$ cat config.mk
export PLATFORM = sky130hd
export DESIGN_NAME = npc_queue
export DESIGN_NICKNAME = d
export VERILOG_FILES = /design/src/rtl/npc_pkg.sv /design/src/rtl/npc_queue.sv
export SDC_FILE = /design/constraint.sdc
export NUM_CORES = 1
export LEC_CHECK = 0
export ABC_CLOCK_PERIOD_IN_PS = 1900
export BUFFER_PORTS_ARGS = -buffer_cell sky130_fd_sc_hd__buf_4
export CAP_MARGIN = 20
export CORE_AREA = 10 10 94 137
export CTS_BUF_LIST = sky130_fd_sc_hd__clkbuf_8
export DETAILED_ROUTE_END_ITERATION = 10
export DIE_AREA = 0 0 104 147
export GPL_ROUTABILITY_DRIVEN = 0
export GPL_TIMING_DRIVEN = 0
export PLACE_DENSITY_LB_ADDON = 0.05
export SKIP_CTS_REPAIR_TIMING = 1
export SLEW_MARGIN = 20
export SYNTH_ARGS = -nofsm -noshare
export SYNTH_HDL_FRONTEND = slang
export SYNTH_SLANG_ARGS = --single-unit
$ cat constraint.sdc
create_clock -name i_clk -period 1.9 [get_ports i_clk]
set_input_delay 0.38 -clock i_clk [delete_from_list [all_inputs] [get_ports i_clk]]
set_output_delay 0.38 -clock i_clk [all_outputs]
set_load 0.005 [all_outputs]
$ cat src/rtl/npc_pkg.sv
// Shared types, constants and helpers for the nearest palette color core.
// Used by every module of the block; depends on nothing else.
`default_nettype none

package npc_pkg;

    localparam int PALETTE_SIZE_DEF = 256;
    localparam int COUNT_W          = 9;
    localparam int QUEUE_DEPTH      = 4;
    localparam int DIST_W           = 18;

    localparam logic MODE_LOAD  = 1'b0;
    localparam logic MODE_PIXEL = 1'b1;

    typedef struct packed {
        logic       mode;
        logic [7:0] entry_index;
        logic [7:0] red_in;
        logic [7:0] green_in;
        logic [7:0] blue_in;
    } t_pix_in;

    typedef struct packed {
        logic [7:0] red_out;
        logic [7:0] green_out;
        logic [7:0] blue_out;
    } t_pix_out;

    typedef struct packed {
        logic [7:0] red;
        logic [7:0] green;
        logic [7:0] blue;
    } t_rgb;

    typedef struct packed {
        logic       is_pixel;
        logic       wr_ok;
        logic [7:0] index;
        t_rgb       color;
    } t_cmd;

    typedef struct packed {
        logic valid;
        logic ready;
    } t_hs;

    function automatic logic [7:0] abs_diff(input logic [7:0] a, input logic [7:0] b);
        return (a > b) ? (a - b) : (b - a);
    endfunction

endpackage

`default_nettype wire

$ cat src/rtl/npc_queue.sv
// Short first-in first-out queue of classified words between front and back.
// Depends on npc_pkg.
`default_nettype none

module npc_queue
    import npc_pkg::*;
(
    input  wire logic i_clk,
    input  wire logic i_rst_n,
    input  wire logic i_push,
    input  wire t_cmd i_cmd,
    output logic      o_full,
    output t_hs       o_hs,
    input  wire logic i_pop_ready,
    output t_cmd      o_cmd
);

    localparam int PW = $clog2(QUEUE_DEPTH);

    t_cmd            r_mem [QUEUE_DEPTH];
    logic [PW-1:0]   r_wr_ptr;
    logic [PW-1:0]   r_rd_ptr;
    logic [PW:0]     r_count;
    logic            pop;

    assign o_full       = (r_count == (PW + 1)'(QUEUE_DEPTH));
    assign o_hs.valid   = (r_count != '0);
    assign o_hs.ready   = i_pop_ready;
    assign pop          = o_hs.valid && i_pop_ready;
    assign o_cmd        = r_mem[r_rd_ptr];

    always_ff @(posedge i_clk) begin
        if (!i_rst_n) begin
            r_wr_ptr <= '0;
            r_rd_ptr <= '0;
            r_count  <= '0;
        end else begin
            if (i_push) begin
                r_wr_ptr <= r_wr_ptr + 1'b1;
            end
            if (pop) begin
                r_rd_ptr <= r_rd_ptr + 1'b1;
            end
            case ({i_push, pop})
                2'b10:   r_count <= r_count + 1'b1;
                2'b01:   r_count <= r_count - 1'b1;
                default: r_count <= r_count;
            endcase
        end
    end

    always_ff @(posedge i_clk) begin
        if (i_push) begin
            r_mem[r_wr_ptr] <= i_cmd;
        end
    end

endmodule

`default_nettype wire

### After elaboration in Yosys (flattened, before gate mapping)

Memory sizes are Yosys's and may differ from the RTL's. A register that Yosys moved wholly into a read port is not among the register bits.
Index checks and enable logic that the tools add are counted.
Widths: inputs -> output; s select.

* memory bits (writable): 136
* output and inout port bits: 37
* logic and storage cells: 19
* memories: 1
* bits in registers: 7
* input port bits: 38

Memories
* r_mem: words 4, bits a word 34, rd ports 1, clocked after memory_dff 1, wr ports 1, RTL line npc_queue.sv:20 `t_cmd r_mem [QUEUE_DEPTH];`

* add/subtract/negate cells: 4
* muxes and demuxes: 5
* eq/ne operators: 3
* reductions and logical operators: 3

Operators by type and width (number)
* $pmux 3 s2: 1
* $add 2x1->2 const B: 2
* $mux 2: 2
* $add 3x1->3 const B: 1
* $eq 3x3->1 const B: 1
* $reduce_bool 3->1: 1
* $sub 3x1->3 const B: 1
* $eq 2x1->1 const B: 1
* $eq 2x2->1 const B: 1
* $mux 1: 2
* $reduce_bool 2->1: 1
* $logic_and 1x1->1: 1

### Logic depth before layout (Yosys ltp)

* depth in word-level cells: 4
* depth in mapped cells: 7
* depth with buffers taken out: 7

### Worst setup path after synthesis

No wires, ideal clock.

* path type: register to register
* start: register r_count[0]
* end: register r_count[2]
* setup slack: 0.115 ns
* required time: 1.824 ns
* clock period less this slack: 1.785 ns
* data arrival time: 1.710 ns
* path buffers: 0
* cell stages (with the launch flop): 8
* library setup time: 0.076 ns
* cell sequence: dfxtp_1 -> o31a_1 -> ha_1 -> inv_1 -> fa_1 -> xor2_1 -> or3_1 -> a21boi_0

* longest elaborated chain between the ends: 4
* elaborated cells between the ends (all ways): 8
* those cells by class: add/sub: 2; eq/ne: 2; mux: 1; reduce/logical: 3

Ends and longest elaborated chain
* start, declared: RTL line npc_queue.sv:23 `logic [PW:0] r_count;`
* start signal, assigned: RTL line npc_queue.sv:45 `2'b10: r_count <= r_count + 1'b1;`
* start signal, assigned: RTL line npc_queue.sv:46 `2'b01: r_count <= r_count - 1'b1;`
* start signal, assigned: RTL line npc_queue.sv:47 `default: r_count <= r_count;`
* $reduce_bool 3->1 *: RTL line npc_queue.sv:27 `assign o_hs.valid = (r_count != '0);`
* $logic_and 1x1->1 *: RTL line npc_queue.sv:29 `assign pop = o_hs.valid && i_pop_ready;`
* net pop: RTL line npc_queue.sv:24 `logic pop;`
* $eq 2x1->1 or $eq 2x2->1 (tied branches): RTL line npc_queue.sv:44 `case ({i_push, pop})`
* $pmux 3 s2 or $reduce_bool 2->1 (tied branches)

Mark *: on every way through the listed nets, which the timed path passes. The rest lies on a longest branch.
A chain may end at the register's enable or synchronous reset.

==> impl_metrics.yaml <==
run_status:
  outcome: "finished with violations"
  violations: "negative setup slack"
grt:
  grt_pass1_wl_um: 14860
  grt_max_degree: 24
  antenna_found_initial: 0
  grt_pass1_vias: 2731
  grtUsageTotal: 0.1267
  grt-ovfl-total: 0
route:
  ant_nets: 0
  avgViaCountPerCell: 5.208
  num_vias: 2526
  drc_errors: 0
  first_pass_iters: 4
  wl_per_cell_um: 20.15
  wirelength_um: 9774
  drt_iter0_drc: 107
floorplanning:
  floorplan.die_area_sq_um: 15290
  initial_core_util: 0.5182
  core_area_sq_um: 10480
  rows: 46
  die_width_um: 104
  ioPinCount: 75
  die_h_um: 147
worst_setup_path:
  criticalPathCategory: "flop to primary output"
  end_kind: "primary output"
  cp_num_buf_inv: 3
  path_common_cell: "buf_12"
  r2r_slack_ns: 0.11
  required_ns: 1.52
  cp.arrival_ns: 1.76
  critical_path.top_delay_family: "multiplexers"
  cp_slowest_cell: "mux4_2"
  worst-path-max-fanout: 6
  slowest_delay_ns: 0.54
  startpoint_type: "flop"
  crit_chain: "buf_12 -> buf_12 -> mux4_2 -> buf_6"
synthesis:
  syn_nets: 270
  synth.distinct_cells: 24
  ys.flop_type: "edfxtp_1"
  synth.avg_cell_area_sq_um: 24.02
  synth_edf_count: 136
  ys_ff_latch: 145
  netlist_area_sq_um: 5428
  async_flop_share: 0
  ys_seq_area_frac: 0.7856
  synthCells: 226
  ys_warn_count: 0
layout:
  stdcell_area_sq_um: 6968
  regArea_sq_um: 4278
  num_antenna_cells: 0
  areaGrowthSynthToFinish_pct: 28.38
  drive_above_1_share: 0.4809
  multi_input_area_sq_um: 1036
  nets: 374
  nFillCells: 727
  final_cell_count_no_fill: 485
placed_design:
  io_buffers: 74
  placed_area_sq_um: 6271
  dp_slack_ns: -0.06394
  dp_hpwl_um: 6144
  dp_cells: 448
sta:
  setup_viol: 34
  finalHoldViolations: 0
  rsz0062_at_grt: "yes"
  worst_slack_ns: -0.2448
  slew_violations: 0
  worst_pin_slew_ns: 0.5212
  fin_crit_sh: 1.129
  finClkSkew_ns: 0.005508
  worst_slew_margin_rel: 0.6526
  max_freq_mhz: 466.3
  period_minus_slack_ns: 2.145
clock_network:
  cts_inserted_buffers: 17
  insertion_delay_ns: 0.42
  htreeDepth: 4
  clock-sinks: 145
  cts_root_buffer: "clkbuf_8"
  cts_buffer_depth: 2
  clkTransAtPathRegs_ns: 0.07
  cts_tree: "done"
pwr:
  vdd_drop_max_uv: 817.7
  power_density_nw_per_um2: 1209
  leakage_nw: 2.404
  fin_total_pwr_mw: 8.422
flow_run:
  cap_violations: 0
hold_path:
  hold_path_class: "input port to flop"
cells in the mapped netlist (all sizes together), types with 2 or more instances:
| library cell | count | area [sq um] |
|---|---|---|
| edfxtp | 136 | 4084 |
| mux4 | 34 | 780.8 |
| dfxtp | 9 | 180.2 |
| and2 | 8 | 50.05 |
| buf | 8 | 93.84 |
| inv | 6 | 22.52 |
| ha | 5 | 62.56 |
| nor2b | 3 | 18.77 |
| xnor2 | 3 | 26.28 |
| o21ai | 2 | 10.01 |
| or3 | 2 | 12.51 |
| xor2 | 2 | 17.52 |
report_power, final:
part | switching, mW | internal (mW)
Clock | 1.05 | 1.53
Sequential | 0.0910 | 3.71
Combinational | 0.739 | 1.30
Total | 1.88 | 6.54
final timing paths:
kind | startpoint | to | cells after the start
worst max-delay path | flop | o_cmd[1] | 4
worst min-delay path | i_cmd[18] | r_mem[2][18] | 1
worst max register to register | r_count[0] | r_count[2] | 7
worst min register to register | r_count[2] | r_count[2] | 2
worst reg2reg max path: cells and delay by family (launching register included):
kind / cells / cell delay, ns
buffers and inverters: 1 / 0.05
AND/OR/NAND/NOR: 1 / 0.31
XOR/XNOR: 1 / 0.15
adder cells (fa/ha/maj): 2 / 0.56
flip-flops: 1 / 0.37
AO/OA/AOI/OAI: 2 / 0.28
metrics by stage:
stage | util | hold WS (ns) | TNS [ns]
detailed placement | 0.5987 | 0.5367 | -0.06394
global placement | 0.5884 | 0.5296 | -70.70
global route | 0.6652 | 0.1231 | -9.606
floorplan | - | 0.4789 | 0
finish | 0.6652 | 0.1571 | -7.100
CTS | 0.6396 | 0.1237 | -13.28
area by class of cell:
type | instances | area share
flip-flops and latches | 145 | 0.6139
multi-input cells | 66 | 0.1487
repair buffers | 86 | 0.1309
clock buffers | 17 | 0.03358
clock inverters | 13 | 0.02801
well taps | 144 | 0.02586
plain buffers | 8 | 0.01580
inverters | 6 | 0.003232
routing by layer:
layer  GRT usage  wire (um)  part of all wire  vias to the layer above
met5           0          0                 0                        -
met4     0.04399        136             0.014                        0
met3     0.04378        397             0.041                       12
met2      0.2109       5238              0.54                       66
met1      0.1500       4000              0.41                     1311
li1            -          -                 -                     1137
registers in the layout (all words and copies together), names as in the netlist, named ones only:
signal and cells:
r_rd_ptr 2, r_mem 136, r_wr_ptr 2, r_count 3
placed cells by master (no fill, tap or decap), drive strengths merged, types with 2 or more instances in the layout:
cell type / n
xor2: 2
clkbuf: 24
edfxtp: 136
xnor2: 3
bufinv: 5
buf: 87
or3: 2
o21ai: 2
nor2b: 3
clkinv: 6
inv: 7
ha: 5
mux4: 34
and2: 8
dfxtp: 9
logic make-up after synthesis:
family,Yosys count,synth area share
compound gates,5,0.006456
xor+xnor,5,0.008070
fa+ha+maj,6,0.01521
buf+inv,15,0.02213
flops,145,0.7856
mux,35,0.1457
simple gates,15,0.01683
Power figures use the tool's default switching activity.
