### src/rtl/npc_pkg.sv
// Shared types, constants and helpers for the nearest palette color core.
// Used by every module of the block; depends on nothing else.
`default_nettype none

package npc_pkg;

    localparam int PALETTE_SIZE_DEF = 256;
    localparam int COUNT_W          = 9;
    localparam int QUEUE_DEPTH      = 4;
    localparam int DIST_W           = 18;

    localparam logic MODE_LOAD  = 1'b0;
    localparam logic MODE_PIXEL = 1'b1;

    typedef struct packed {
        logic       mode;
        logic [7:0] entry_index;
        logic [7:0] red_in;
        logic [7:0] green_in;
        logic [7:0] blue_in;
    } t_pix_in;

    typedef struct packed {
        logic [7:0] red_out;
        logic [7:0] green_out;
        logic [7:0] blue_out;
    } t_pix_out;

    typedef struct packed {
        logic [7:0] red;
        logic [7:0] green;
        logic [7:0] blue;
    } t_rgb;

    typedef struct packed {
        logic       is_pixel;
        logic       wr_ok;
        logic [7:0] index;
        t_rgb       color;
    } t_cmd;

    typedef struct packed {
        logic valid;
        logic ready;
    } t_hs;

    function automatic logic [7:0] abs_diff(input logic [7:0] a, input logic [7:0] b);
        return (a > b) ? (a - b) : (b - a);
    endfunction

endpackage

`default_nettype wire

### src/rtl/npc_front.sv
// Front stage: registers each accepted word and classifies it as a palette
// load or a pixel lookup. Depends on npc_pkg.
`default_nettype none

module npc_front
    import npc_pkg::*;
#(
    parameter int PALETTE_SIZE = PALETTE_SIZE_DEF
) (
    input  wire logic    i_clk,
    input  wire logic    i_rst_n,
    input  wire logic    i_in_valid,
    output logic         o_in_stall,
    input  wire t_pix_in i_in_data,
    input  wire logic    i_q_full,
    output logic         o_push,
    output t_cmd         o_cmd
);

    logic r_vld;
    t_cmd r_cmd;
    t_cmd n_cmd;
    logic take;

    assign o_in_stall = r_vld && i_q_full;
    assign take       = i_in_valid && !o_in_stall;
    assign o_push     = r_vld && !i_q_full;
    assign o_cmd      = r_cmd;

    always_comb begin
        n_cmd.is_pixel    = (i_in_data.mode == MODE_PIXEL);
        n_cmd.wr_ok       = (32'(i_in_data.entry_index) < 32'(PALETTE_SIZE));
        n_cmd.index       = i_in_data.entry_index;
        n_cmd.color.red   = i_in_data.red_in;
        n_cmd.color.green = i_in_data.green_in;
        n_cmd.color.blue  = i_in_data.blue_in;
    end

    always_ff @(posedge i_clk) begin
        if (!i_rst_n) begin
            r_vld <= 1'b0;
        end else if (take) begin
            r_vld <= 1'b1;
        end else if (o_push) begin
            r_vld <= 1'b0;
        end
    end

    always_ff @(posedge i_clk) begin
        if (take) begin
            r_cmd <= n_cmd;
        end
    end

endmodule

`default_nettype wire

### config.mk
export PLATFORM = sky130hd
export DESIGN_NAME = npc_front
export DESIGN_NICKNAME = d
export VERILOG_FILES = /design/src/rtl/npc_pkg.sv /design/src/rtl/npc_front.sv
export SDC_FILE = /design/constraint.sdc
export NUM_CORES = 1
export LEC_CHECK = 0
export ABC_AREA = 1
export BUFFER_PORTS_ARGS = -buffer_cell sky130_fd_sc_hd__clkbuf_2
export CORE_MARGIN = 5
export CORE_UTILIZATION = 36
export DETAILED_ROUTE_END_ITERATION = 8
export PLACE_DENSITY = 0.74
export SYNTH_ARGS = -nofsm -noshare
export SYNTH_HDL_FRONTEND = slang
export SYNTH_SLANG_ARGS = --single-unit
### constraint.sdc
create_clock -name i_clk -period 2 [get_ports i_clk]
set_input_delay 0.2 -clock i_clk [delete_from_list [all_inputs] [get_ports i_clk]]
set_output_delay 0.2 -clock i_clk [all_outputs]
set_load 0.02 [all_outputs]
# Word-level counts from Yosys, hierarchy flattened
# Cells that the tools add are included.
totals:
  inputBits: 37
  mem_count: 0
  output_inout_bits: 36
  ram_bits: 0
  rom_bits: 0
  latch_bits: 0
  elab_cells: 14
  ff_bits: 34
classes:
  n_reduce_logical: 6
  magnitude_cmp: 0
  shift: 0
  add_sub_neg: 0
  n_div: 0
  n_mux: 2
  n_mul: 0
  eq_ne: 0
  bitwise_logic: 0
op_table:
  columns: ["cell", "n"]
  rows:
  - ["1-bit logical AND", 3]
  - ["1-bit zero test", 2]
  - ["1-bit two-way mux", 2]
  - ["2-bit nonzero test", 1]

# Depth between registers and ports, before layout
# Gate-level depths: netlist of the first run.
depth:
  word_depth: 4
  mapped_depth: 3
  ltp_nobuf: 3

# Worst setup path after synthesis of the first run
# No wires, ideal clock.
synth_timing:
  path_kind: "register to register"
  from: "register r_vld"
  to: "register r_cmd, in the netlist o_cmd[0] (enable)"
  path_slack_ns: -0.269
  arrival_time_ns: 1.846
  period_less_slack_ns: 2.269
  path_stages_with_launch: 4
  required_ns: 1.577
  path_cell_list: "dfxtp_1 -> nand2_2 -> inv_2 -> nor2_1"
synth_between:
  elab_chain_len: 3
synth_lines:
  columns: ["item", "line_no", "rtl"]
  rows:
  - ["from (decl)", "npc_front.sv:20", "logic r_vld;"]
  - ["from (signal assigned)", "npc_front.sv:41", "r_vld <= 1'b0;"]
  - ["from (signal assigned)", "npc_front.sv:43", "r_vld <= 1'b1;"]
  - ["from (signal assigned)", "npc_front.sv:45", "r_vld <= 1'b0;"]
  - ["1-bit logical AND", "npc_front.sv:25", "assign o_in_stall = r_vld && i_q_full;"]
  - ["named net o_in_stall", "npc_front.sv:13", "output logic o_in_stall,"]
  - ["1-bit zero test", "npc_front.sv:26", "assign take = i_in_valid && !o_in_stall;"]
  - ["1-bit logical AND", "npc_front.sv:26", null]
  - ["named net take", "npc_front.sv:23", "logic take;"]
  - ["to (signal assigned)", "npc_front.sv:51", "r_cmd <= n_cmd;"]
  - ["to (decl)", "npc_front.sv:21", "t_cmd r_cmd;"]
# The timed path passes the listed nets, and every way through them passes these cells.
# A chain may end at the register's enable or synchronous reset.

# Final worst setup path of the first run
layout_timing:
  from: "register r_vld"
  to: "output port o_push"
layout_between:
  elab_chain_len: 1
layout_lines:
  columns: ["item", "line_no", "rtl"]
  rows:
  - ["1-bit logical AND", "npc_front.sv:27", "assign o_push = r_vld && !i_q_full;"]
  - ["to (decl)", "npc_front.sv:16", "output logic o_push,"]
# Every way passes these cells.

==> results of run 1 <==
==> synthesized netlist by cell type (all sizes together) <==
| cell | instances |
|---|---|
| edfxtp | 33 |
| inv | 4 |
| nor2 | 2 |
| a21oi | 1 |
| buf | 1 |
| conb | 1 |
| dfxtp | 1 |
| nand2 | 1 |
==> cells by family after synthesis <==
group,Yosys count,share of synthesized area (%)
and+or+nand+nor,3,1.30
AOI/OAI and AO/OA,1,0.827
DFF,34,95.4
other,1,0.354
buffers and inverters,5,2.12
==> layer usage <==
layer  routed length [um]  share of wire, %  track usage (%)
met5                    0                 0                0
met4                   50               2.5             6.11
met3                  423                21             10.7
met2                  927                46             14.9
met1                  631                31             10.4
==> per-stage QoR <==
step	total power [mW]	hold WS [ps]	setup slack, ps	utilization, %	instance area (sq um)
floorplan	0.933	299	284	-	1060
global placement	1.01	377	921	52.6	1460
detailed placement	1.01	379	885	52.6	1460
CTS	1.38	36.9	778	54.8	1520
global route	1.46	1.50	703	54.8	1520
finish	1.36	51.4	811	54.8	1520
==> registers in the layout (all words and copies together) (netlist names) <==
name	cells
o_cmd	33
r_vld	1
==> layout make-up <==
cell class,instances,area share [%]
Sequential cell,34,66.3
Timing Repair Buffer,73,24.3
Clock buffer,7,3.61
Tap cell,31,2.55
Multi-Input combinational cell,5,1.89
Inverter,4,0.985
Clock inverter,1,0.328
==> how the worst min path moves through the flow <==
stage                        from        end  slack [ps]  depth (start not counted)
floorplan            i_in_data[0]   o_cmd[0]         300                          0
global placement     i_in_data[7]   o_cmd[7]         380                          1
detailed placement  i_in_data[18]  o_cmd[18]         380                          1
CTS                  i_in_data[6]   o_cmd[6]          40                          1
global route        i_in_data[12]  o_cmd[12]           1                          1
finish               i_in_data[3]   o_cmd[3]          50                          1
==> power by group through the flow <==
stage / registers [mW] / clock network [mW] / logic [mW]
floorplan: 0.909 / 0 / 0.0231
finish: 0.840 / 0.369 / 0.152
global route: 0.843 / 0.448 / 0.165
CTS: 0.841 / 0.384 / 0.155
global placement: 0.856 / 0 / 0.151
detailed placement: 0.857 / 0 / 0.155
==> flow_summary.ini, run 1 <==
[run_status]
outcome = complete, no violations

[power]
internal_power_mw = 1.06
p_sw_share_pct = 22.5
pwr_density_cell_nw_per_um2 = 893
worst_ir_drop_vdd_mv = 0.579
total_switching_power_uw = 306
clockPowerShare_pct = 27.1
static-leakage-power_nw = 0.700
pwr-share-seq_pct = 61.7
combPwrFrac_pct = 11.2

[routing]
drc_violation_count_after_routing = 0
detailedRoute.firstIterationViolations = 7
wire_length_reported_by_the_detailed_router_um = 2030
wire_length_per_cell_um = 13.1
via_count = 683
via_per_inst = 4.41
detail-route-antenna-nets = 0
drt_pass1_iterations = 4

[critical_path]
worst_setup_path_start_kind = flop
worst_ep_required_time_ps = 1800
reg2reg_slack_ps = 880
criticalPathCategory = reg2out
critical_path.endpoint_type = primary output
cp_top_family = flip-flops
crit_fanout = 2
worstReg2RegEnd = o_cmd[21]
cp.arrival_ps = 990
worst-path-buf-inv = 2
crit_path_max_incr_delay_ps = 360
crit_path_top_delay_cell = sky130_fd_sc_hd__dfxtp_1
worst_reg_to_reg_path_cell_count = 4
cp_cell_sequence = inv_1 > nor2_1 > clkbuf_2
worstSetupStartpoint = r_vld
worst-path-stages = 3
worst_setup_path_endpoint = o_push
regToRegStartpoint = r_vld

[synth]
synth_area_leaders = sky130_fd_sc_hd__edfxtp_1 94%, sky130_fd_sc_hd__dfxtp_1 1.9%, sky130_fd_sc_hd__inv_1 1.1%, sky130_fd_sc_hd__a21oi_2 0.83%, sky130_fd_sc_hd__buf_4 0.71%
ys_seq_area_share_pct = 95.4
synthesized_nets = 81
yosys_warnings = 0
cell_area_after_synthesis_sq_um = 1060
yosysTopAreaCell = sky130_fd_sc_hd__edfxtp_1
synth_largest_type_area_fraction_pct = 93.5
syn_area_per_cell_sq_um = 24.1
post_synth_inst_count = 44
yosysUniqueCellTypes = 9
synth_seq_cells = 34

[hold_path]
min-delay-path-class = in2reg

[sta]
period_minus_slack_ps = 1190
hold_violations = 0
final_max_slew_viol_count = 0
max_clock_freq_mhz = 841
final_min_period_over_clock_period_pct = 59.5
finalClockSkew_ps = 2.69
timing.final.setup_violations = 0
grt_setup_unrepaired = false
setup_total_negative_slack_ps = 0

[floorplanning]
ioPinCount = 73
core.rowCount = 19
floorplan.initialDensity_pct = 38.1
floorplan.die.width_um = 64.3
die_area_sq_um = 4130
design.core.area_sq_um = 2780
fp.dieH_um = 64.3

[grt]
global_route.overflow_total = 0
antenna_found_initial = 0
global_route_usage_over_all_layers_pct = 10.9
grt_start_max_net_pins = 20
grt_first_pass_wirelength_um = 3210
vias_in_the_first_global_route = 719

[clock_tree]
clock-root-buffer = sky130_fd_sc_hd__clkbuf_4
cts.sink_count = 34
clock_slew_seen_by_the_registers_of_the_worst_setup_and_hold_paths_ps = 90
post-cts-setup-buffers = 0
cts_max_level = 2
post_cts_resized = 0
tritoncts_clock_tree = done
num_cts_buffers = 5
ctsLongestPathBuffers = 2
post_cts_hold_buffers = 0
insertion_delay_ps = 320

[final_layout]
layout.cells.most_common_list = 71 x sky130_fd_sc_hd__clkbuf_2, 33 x sky130_fd_sc_hd__edfxtp_1, 5 x sky130_fd_sc_hd__clkbuf_4
filler_cell_count = 250
drive_above_1_share_pct = 67.7
syn2layout_area_growth_pct = 43.8
antenna-diode-count = 0
fin_nets = 160
layout_commonest_cell = sky130_fd_sc_hd__clkbuf_2
multi_input_comb_area_sq_um = 28.8
final_cell_count_no_fill = 155
seq_area_sq_um = 1010

[placed_design]
buffer_ports.inserted = 71
globalplace.congestion = 0.681
hpwlAfterDp_um = 1680
cells_after_dpl = 147

[flow_run]
max-cap-violations = 0
Power figures use the tool's default switching activity.
==> run 2, diff against run 1 <==
CORE_UTILIZATION = 39   (was 36)
PLACE_DENSITY = 0.76   (was 0.74)
clock period = 1.1 ns   (was 2 ns; I/O delays follow)
==> run 2 against run 1 <==
Compared with the run above:
- critical path depth is the same
- clock skew grew 7.5 ps
- final cell count grew 23%
- clock power grew 130%
- register-to-register slack lost 870 ps
- die area shrank 6.5%
- sequential power grew 82%
- hold slack gained 60 ps
- via count grew 19%
- wire length grew 28%
- critical endpoint unchanged
==> flow_summary.ini, run 2 (same netlist as run 1, synthesis figures left out) <==
[run_status]
outcome = complete, no violations

[final_layout]
fin_nets = 195
drive_above_1_share_pct = 55.3
layout_commonest_cell = sky130_fd_sc_hd__clkbuf_2
design_area_sq_um = 1940
layout.cells.most_common_list = 69 x sky130_fd_sc_hd__clkbuf_2, 34 x sky130_fd_sc_hd__dlygate4sd3_1, 33 x sky130_fd_sc_hd__edfxtp_1
syn2layout_area_growth_pct = 83.4
largest_reg_flops = 33
antenna-diode-count = 0

[sta]
period_minus_slack_ps = 1090
timing.final.setup_violations = 0
hold_violations = 0
finalClockSkew_ps = 10.2
final_max_slew_viol_count = 0
final_min_period_over_clock_period_pct = 98.9
grt_setup_unrepaired = true
setup_total_negative_slack_ps = 0
max_clock_freq_mhz = 919

[clock_tree]
clock_slew_seen_by_the_registers_of_the_worst_setup_and_hold_paths_ps = 100
insertion_delay_ps = 320
cts_max_level = 2
num_cts_buffers = 5
clock-root-buffer = sky130_fd_sc_hd__clkbuf_4
cts.sink_count = 34
tritoncts_clock_tree = done
ctsLongestPathBuffers = 2

[grt]
grt_first_pass_wirelength_um = 4170
antenna_found_initial = 0
global_route.overflow_total = 0
global_route_usage_over_all_layers_pct = 14.4
grt_start_max_net_pins = 20
vias_in_the_first_global_route = 902

[floorplanning]
die_area_sq_um = 3860
fp.dieH_um = 62.1
core.rowCount = 19
design.core.area_sq_um = 2690
floorplan.die.width_um = 62.1
floorplan.initialDensity_pct = 39.5
ioPinCount = 73

[routing]
drc_violation_count_after_routing = 0
drt_pass1_iterations = 2
via_count = 812
wire_length_reported_by_the_detailed_router_um = 2600
detailedRoute.firstIterationViolations = 14
detail-route-antenna-nets = 0
wire_length_per_cell_um = 13.7
via_per_inst = 4.27

[critical_path]
worstReg2RegEnd = o_cmd[5]
reg2reg_slack_ps = 10
regToRegStartpoint = r_vld
crit_path_max_incr_delay_ps = 370
crit_path_top_delay_cell = sky130_fd_sc_hd__dfxtp_2
worst_setup_path_start_kind = flop
worst-path-buf-inv = 2
worst_reg_to_reg_path_cell_count = 4
worst_ep_required_time_ps = 990
cp_top_family = flip-flops
cp.arrival_ps = 980
crit_fanout = 2
cp_cell_sequence = inv_2 > nor2_2 > buf_4
criticalPathCategory = reg2out
critical_path.endpoint_type = primary output

[power]
worst_ir_drop_vdd_mv = 1.43
pwr_density_cell_nw_per_um2 = 1440
static-leakage-power_nw = 0.868

[hold_path]
hold_depth = 3
min_from = i_in_valid
min-delay-path-class = in2reg
min_to = r_vld

[placed_design]
globalplace.congestion = 0.629
buffer_ports.inserted = 71
post_dp_cell_area_sq_um = 1500

[flow_run]
max-cap-violations = 0
==> run 2: timing repair <==
action | 4_1_cts | 5_1_grt
hold buffers | 34 | 0
resized for setup | 4 | 4
pin swaps | 0 | 1
endpoints found under the hold margin | 34 | 0
endpoints found under the setup margin | 11 | 25
setup buffers | 0 | 1
==> run 2: final cells by class <==
type,count,area [sq um]
clock buffers,6,41.3
clock inverters,2,37.5
repair buffers,108,754
flip-flops and latches,34,1010
well taps,31,38.8
inverters,4,17.5
multi-input cells,5,41.3
fillers,171,743
==> run 2: per-stage QoR <==
step	cells	utilization [%]	total power, mW	hold WS, ps	setup WS [ps]
2_1_floorplan	44	-	1.70	209	-245
3_3_place_gp	147	55.7	1.85	286	65.1
3_5_place_dp	147	55.7	1.86	289	13.8
4_1_cts	189	71.9	2.81	44.4	-3.17
5_1_grt	190	72.3	2.92	114	-56.9
6_report	190	72.3	2.80	111	11.6
==> run 2: metal layers <==
layer,vias up,track usage [%],routed length [um]
met5,-,0,0
met4,0,7.32,42
met3,5,7.75,348
met2,54,24.4,1330
met1,362,14.1,886
li1,391,-,-
==> run 2: power by group <==
group,internal (mW),switching (mW),total [mW]
Combinational,0.199,0.205,0.404
Clock,0.480,0.383,0.863
Sequential,1.51,0.0226,1.53
==> run 2: worst max-delay path by stage <==
| stage | from | endpoint | slack, ps | cells past startpoint |
|---|---|---|---|---|
| CTS | r_vld | o_push | -3 | 3 |
| floorplan | r_vld | o_cmd[0] | -240 | 3 |
| global route | r_vld | o_push | -60 | 3 |
| finish | r_vld | o_push | 10 | 3 |
| global placement | r_vld | o_cmd[17] | 70 | 4 |
| detailed placement | r_vld | o_cmd[0] | 10 | 4 |
==> run 2: worst reg2reg max path, stage by stage, from the launching register on <==
cell and delay, ps:
sky130_fd_sc_hd__dfxtp_2 350, sky130_fd_sc_hd__nand2_4 70, sky130_fd_sc_hd__inv_4 40, sky130_fd_sc_hd__nor2_4 150, sky130_fd_sc_hd__buf_12 180
==> run 3, diff against run 2 <==
CTS_BUF_LIST = sky130_fd_sc_hd__clkbuf_4   (was default)
GPL_TIMING_DRIVEN = 1   (was default)
==> run 3 against run 2 <==
Compared with the run above:
- non-clock buffer count unchanged
- hold slack worse by 3.8 ps
- fmax down 0.79%
- final cell count unchanged
- global-route usage up 0.19 points
==> flow_summary.ini, run 3 (same netlist as run 1, synthesis figures left out) <==
[floorplanning]
floorplan.initialDensity_pct = 39.5
design.core.area_sq_um = 2690
die_area_sq_um = 3860
core.rowCount = 19
ioPinCount = 73
fp.dieH_um = 62.1
floorplan.die.width_um = 62.1

[clock_tree]
clock_slew_seen_by_the_registers_of_the_worst_setup_and_hold_paths_ps = 100
num_cts_buffers = 5
tritoncts_clock_tree = done
ctsLongestPathBuffers = 2
cts_max_level = 2
cts.sink_count = 34
insertion_delay_ps = 330
clock-root-buffer = sky130_fd_sc_hd__clkbuf_4

[routing]
detail-route-antenna-nets = 0
detailedRoute.firstIterationViolations = 13
drc_violation_count_after_routing = 0
wire_length_reported_by_the_detailed_router_um = 2630
drt_pass1_iterations = 4
wire_length_per_cell_um = 13.8
via_count = 822
via_per_inst = 4.33

[critical_path]
cp_cell_sequence = inv_2 > nor2_2 > buf_4
crit_path_top_delay_cell = sky130_fd_sc_hd__dfxtp_2
crit_fanout = 2
worst_ep_required_time_ps = 990
critical_path.endpoint_type = primary output
criticalPathCategory = reg2out
cp.arrival_ps = 990
worst_setup_path_start_kind = flop
worst_reg_to_reg_path_cell_count = 4
crit_path_max_incr_delay_ps = 370

[sta]
period_minus_slack_ps = 1100
final_max_slew_viol_count = 0
finalClockSkew_ps = 10.2
timing.final.setup_violations = 0
grt_setup_unrepaired = true
max_clock_freq_mhz = 912
hold_violations = 0
setup_total_negative_slack_ps = 0
final_min_period_over_clock_period_pct = 99.7

[final_layout]
fin_nets = 195
antenna-diode-count = 0
layout_commonest_cell = sky130_fd_sc_hd__clkbuf_2
layout.cells.most_common_list = 69 x sky130_fd_sc_hd__clkbuf_2, 34 x sky130_fd_sc_hd__dlygate4sd3_1, 33 x sky130_fd_sc_hd__edfxtp_1
syn2layout_area_growth_pct = 83.8
largest_reg_flops = 33
drive_above_1_share_pct = 56.0

[power]
pwr_density_cell_nw_per_um2 = 1450
static-leakage-power_nw = 0.871
pwr-share-seq_pct = 54.1
clockPowerShare_pct = 31.6
worst_ir_drop_vdd_mv = 1.44
p_total_mw = 2.83
p_sw_share_pct = 21.8
total_switching_power_uw = 617
internal_power_mw = 2.21
combPwrFrac_pct = 14.3

[flow_run]
max-cap-violations = 0

[grt]
global_route_usage_over_all_layers_pct = 14.6
grt_start_max_net_pins = 20
global_route.overflow_total = 0
grt_first_pass_wirelength_um = 4170
vias_in_the_first_global_route = 898
antenna_found_initial = 0

[placed_design]
buffer_ports.inserted = 71
globalplace.congestion = 0.629

[run_status]
outcome = complete, no violations

[hold_path]
hold_depth = 3
min-delay-path-class = in2reg
run 3: cell count changes in the layout (fill, tap and decap cells not counted):
cell / change
sky130_fd_sc_hd__clkbuf_1: -1
sky130_fd_sc_hd__buf_8: +1
sky130_fd_sc_hd__clkbuf_8: -1
sky130_fd_sc_hd__clkbuf_4: +1
run 3: final timing paths:
path,from,end,slack [ps]
setup / recovery,r_vld,o_push,3
hold / removal,i_in_valid,r_vld,110
setup reg to reg,r_vld,o_cmd[5],10
hold reg to reg,r_vld,r_vld,590
run 3: final cells by class:
| cell class | instances | area, sq um |
|---|---|---|
| fill | 168 | 738 |
| inverter | 4 | 17.5 |
| clock inverter | 2 | 37.5 |
| clock buffer | 6 | 45.0 |
| multi-input combinational | 5 | 41.3 |
| sequential | 34 | 1010 |
| timing repair buffer | 108 | 756 |
| tap | 31 | 38.8 |
run 3: per-stage QoR:
stage	worst slack [ps]	cell area, sq um	hold WS [ps]	std cells	utilization, %
finish	2.94	1950	108	190	72.5
CTS	-4.57	1930	43.0	189	72.0
global placement	65.1	1500	286	147	55.7
floorplan	-245	1070	209	44	-
detailed placement	13.8	1500	289	147	55.7
global route	-63.7	1950	107	190	72.5
run 3: metal layers:
metal	track usage, %	vias to the layer above	wire, um
li1	-	390	-
met1	14.1	367	884
met2	24.2	58	1310
met3	7.75	7	364
met4	8.94	0	65
met5	0	-	0
run 3: timing repair:
action                                  in CTS  in global routing
buffers inserted                             0                  1
gates resized for setup                      4                  5
endpoints found under the setup margin      11                 25
endpoints found under the hold margin       34                  0
pin swaps                                    0                  1
hold buffers                                34                  0
gates cloned                                 0                  0
run 3: critical path: cells and delay by family (launching register included):
family                 cells  cell delay [ps]
AND/OR/NAND/NOR            1              100
buffers and inverters      2              180
flip-flops                 1              370
run 3: power groups by stage:
stage / registers [mW] / clock network (mW) / logic, mW
2_1_floorplan: 1.65 / 0 / 0.0453
3_3_place_gp: 1.56 / 0 / 0.293
3_5_place_dp: 1.56 / 0 / 0.299
4_1_cts: 1.53 / 0.912 / 0.397
5_1_grt: 1.54 / 0.980 / 0.434
6_report: 1.53 / 0.893 / 0.405
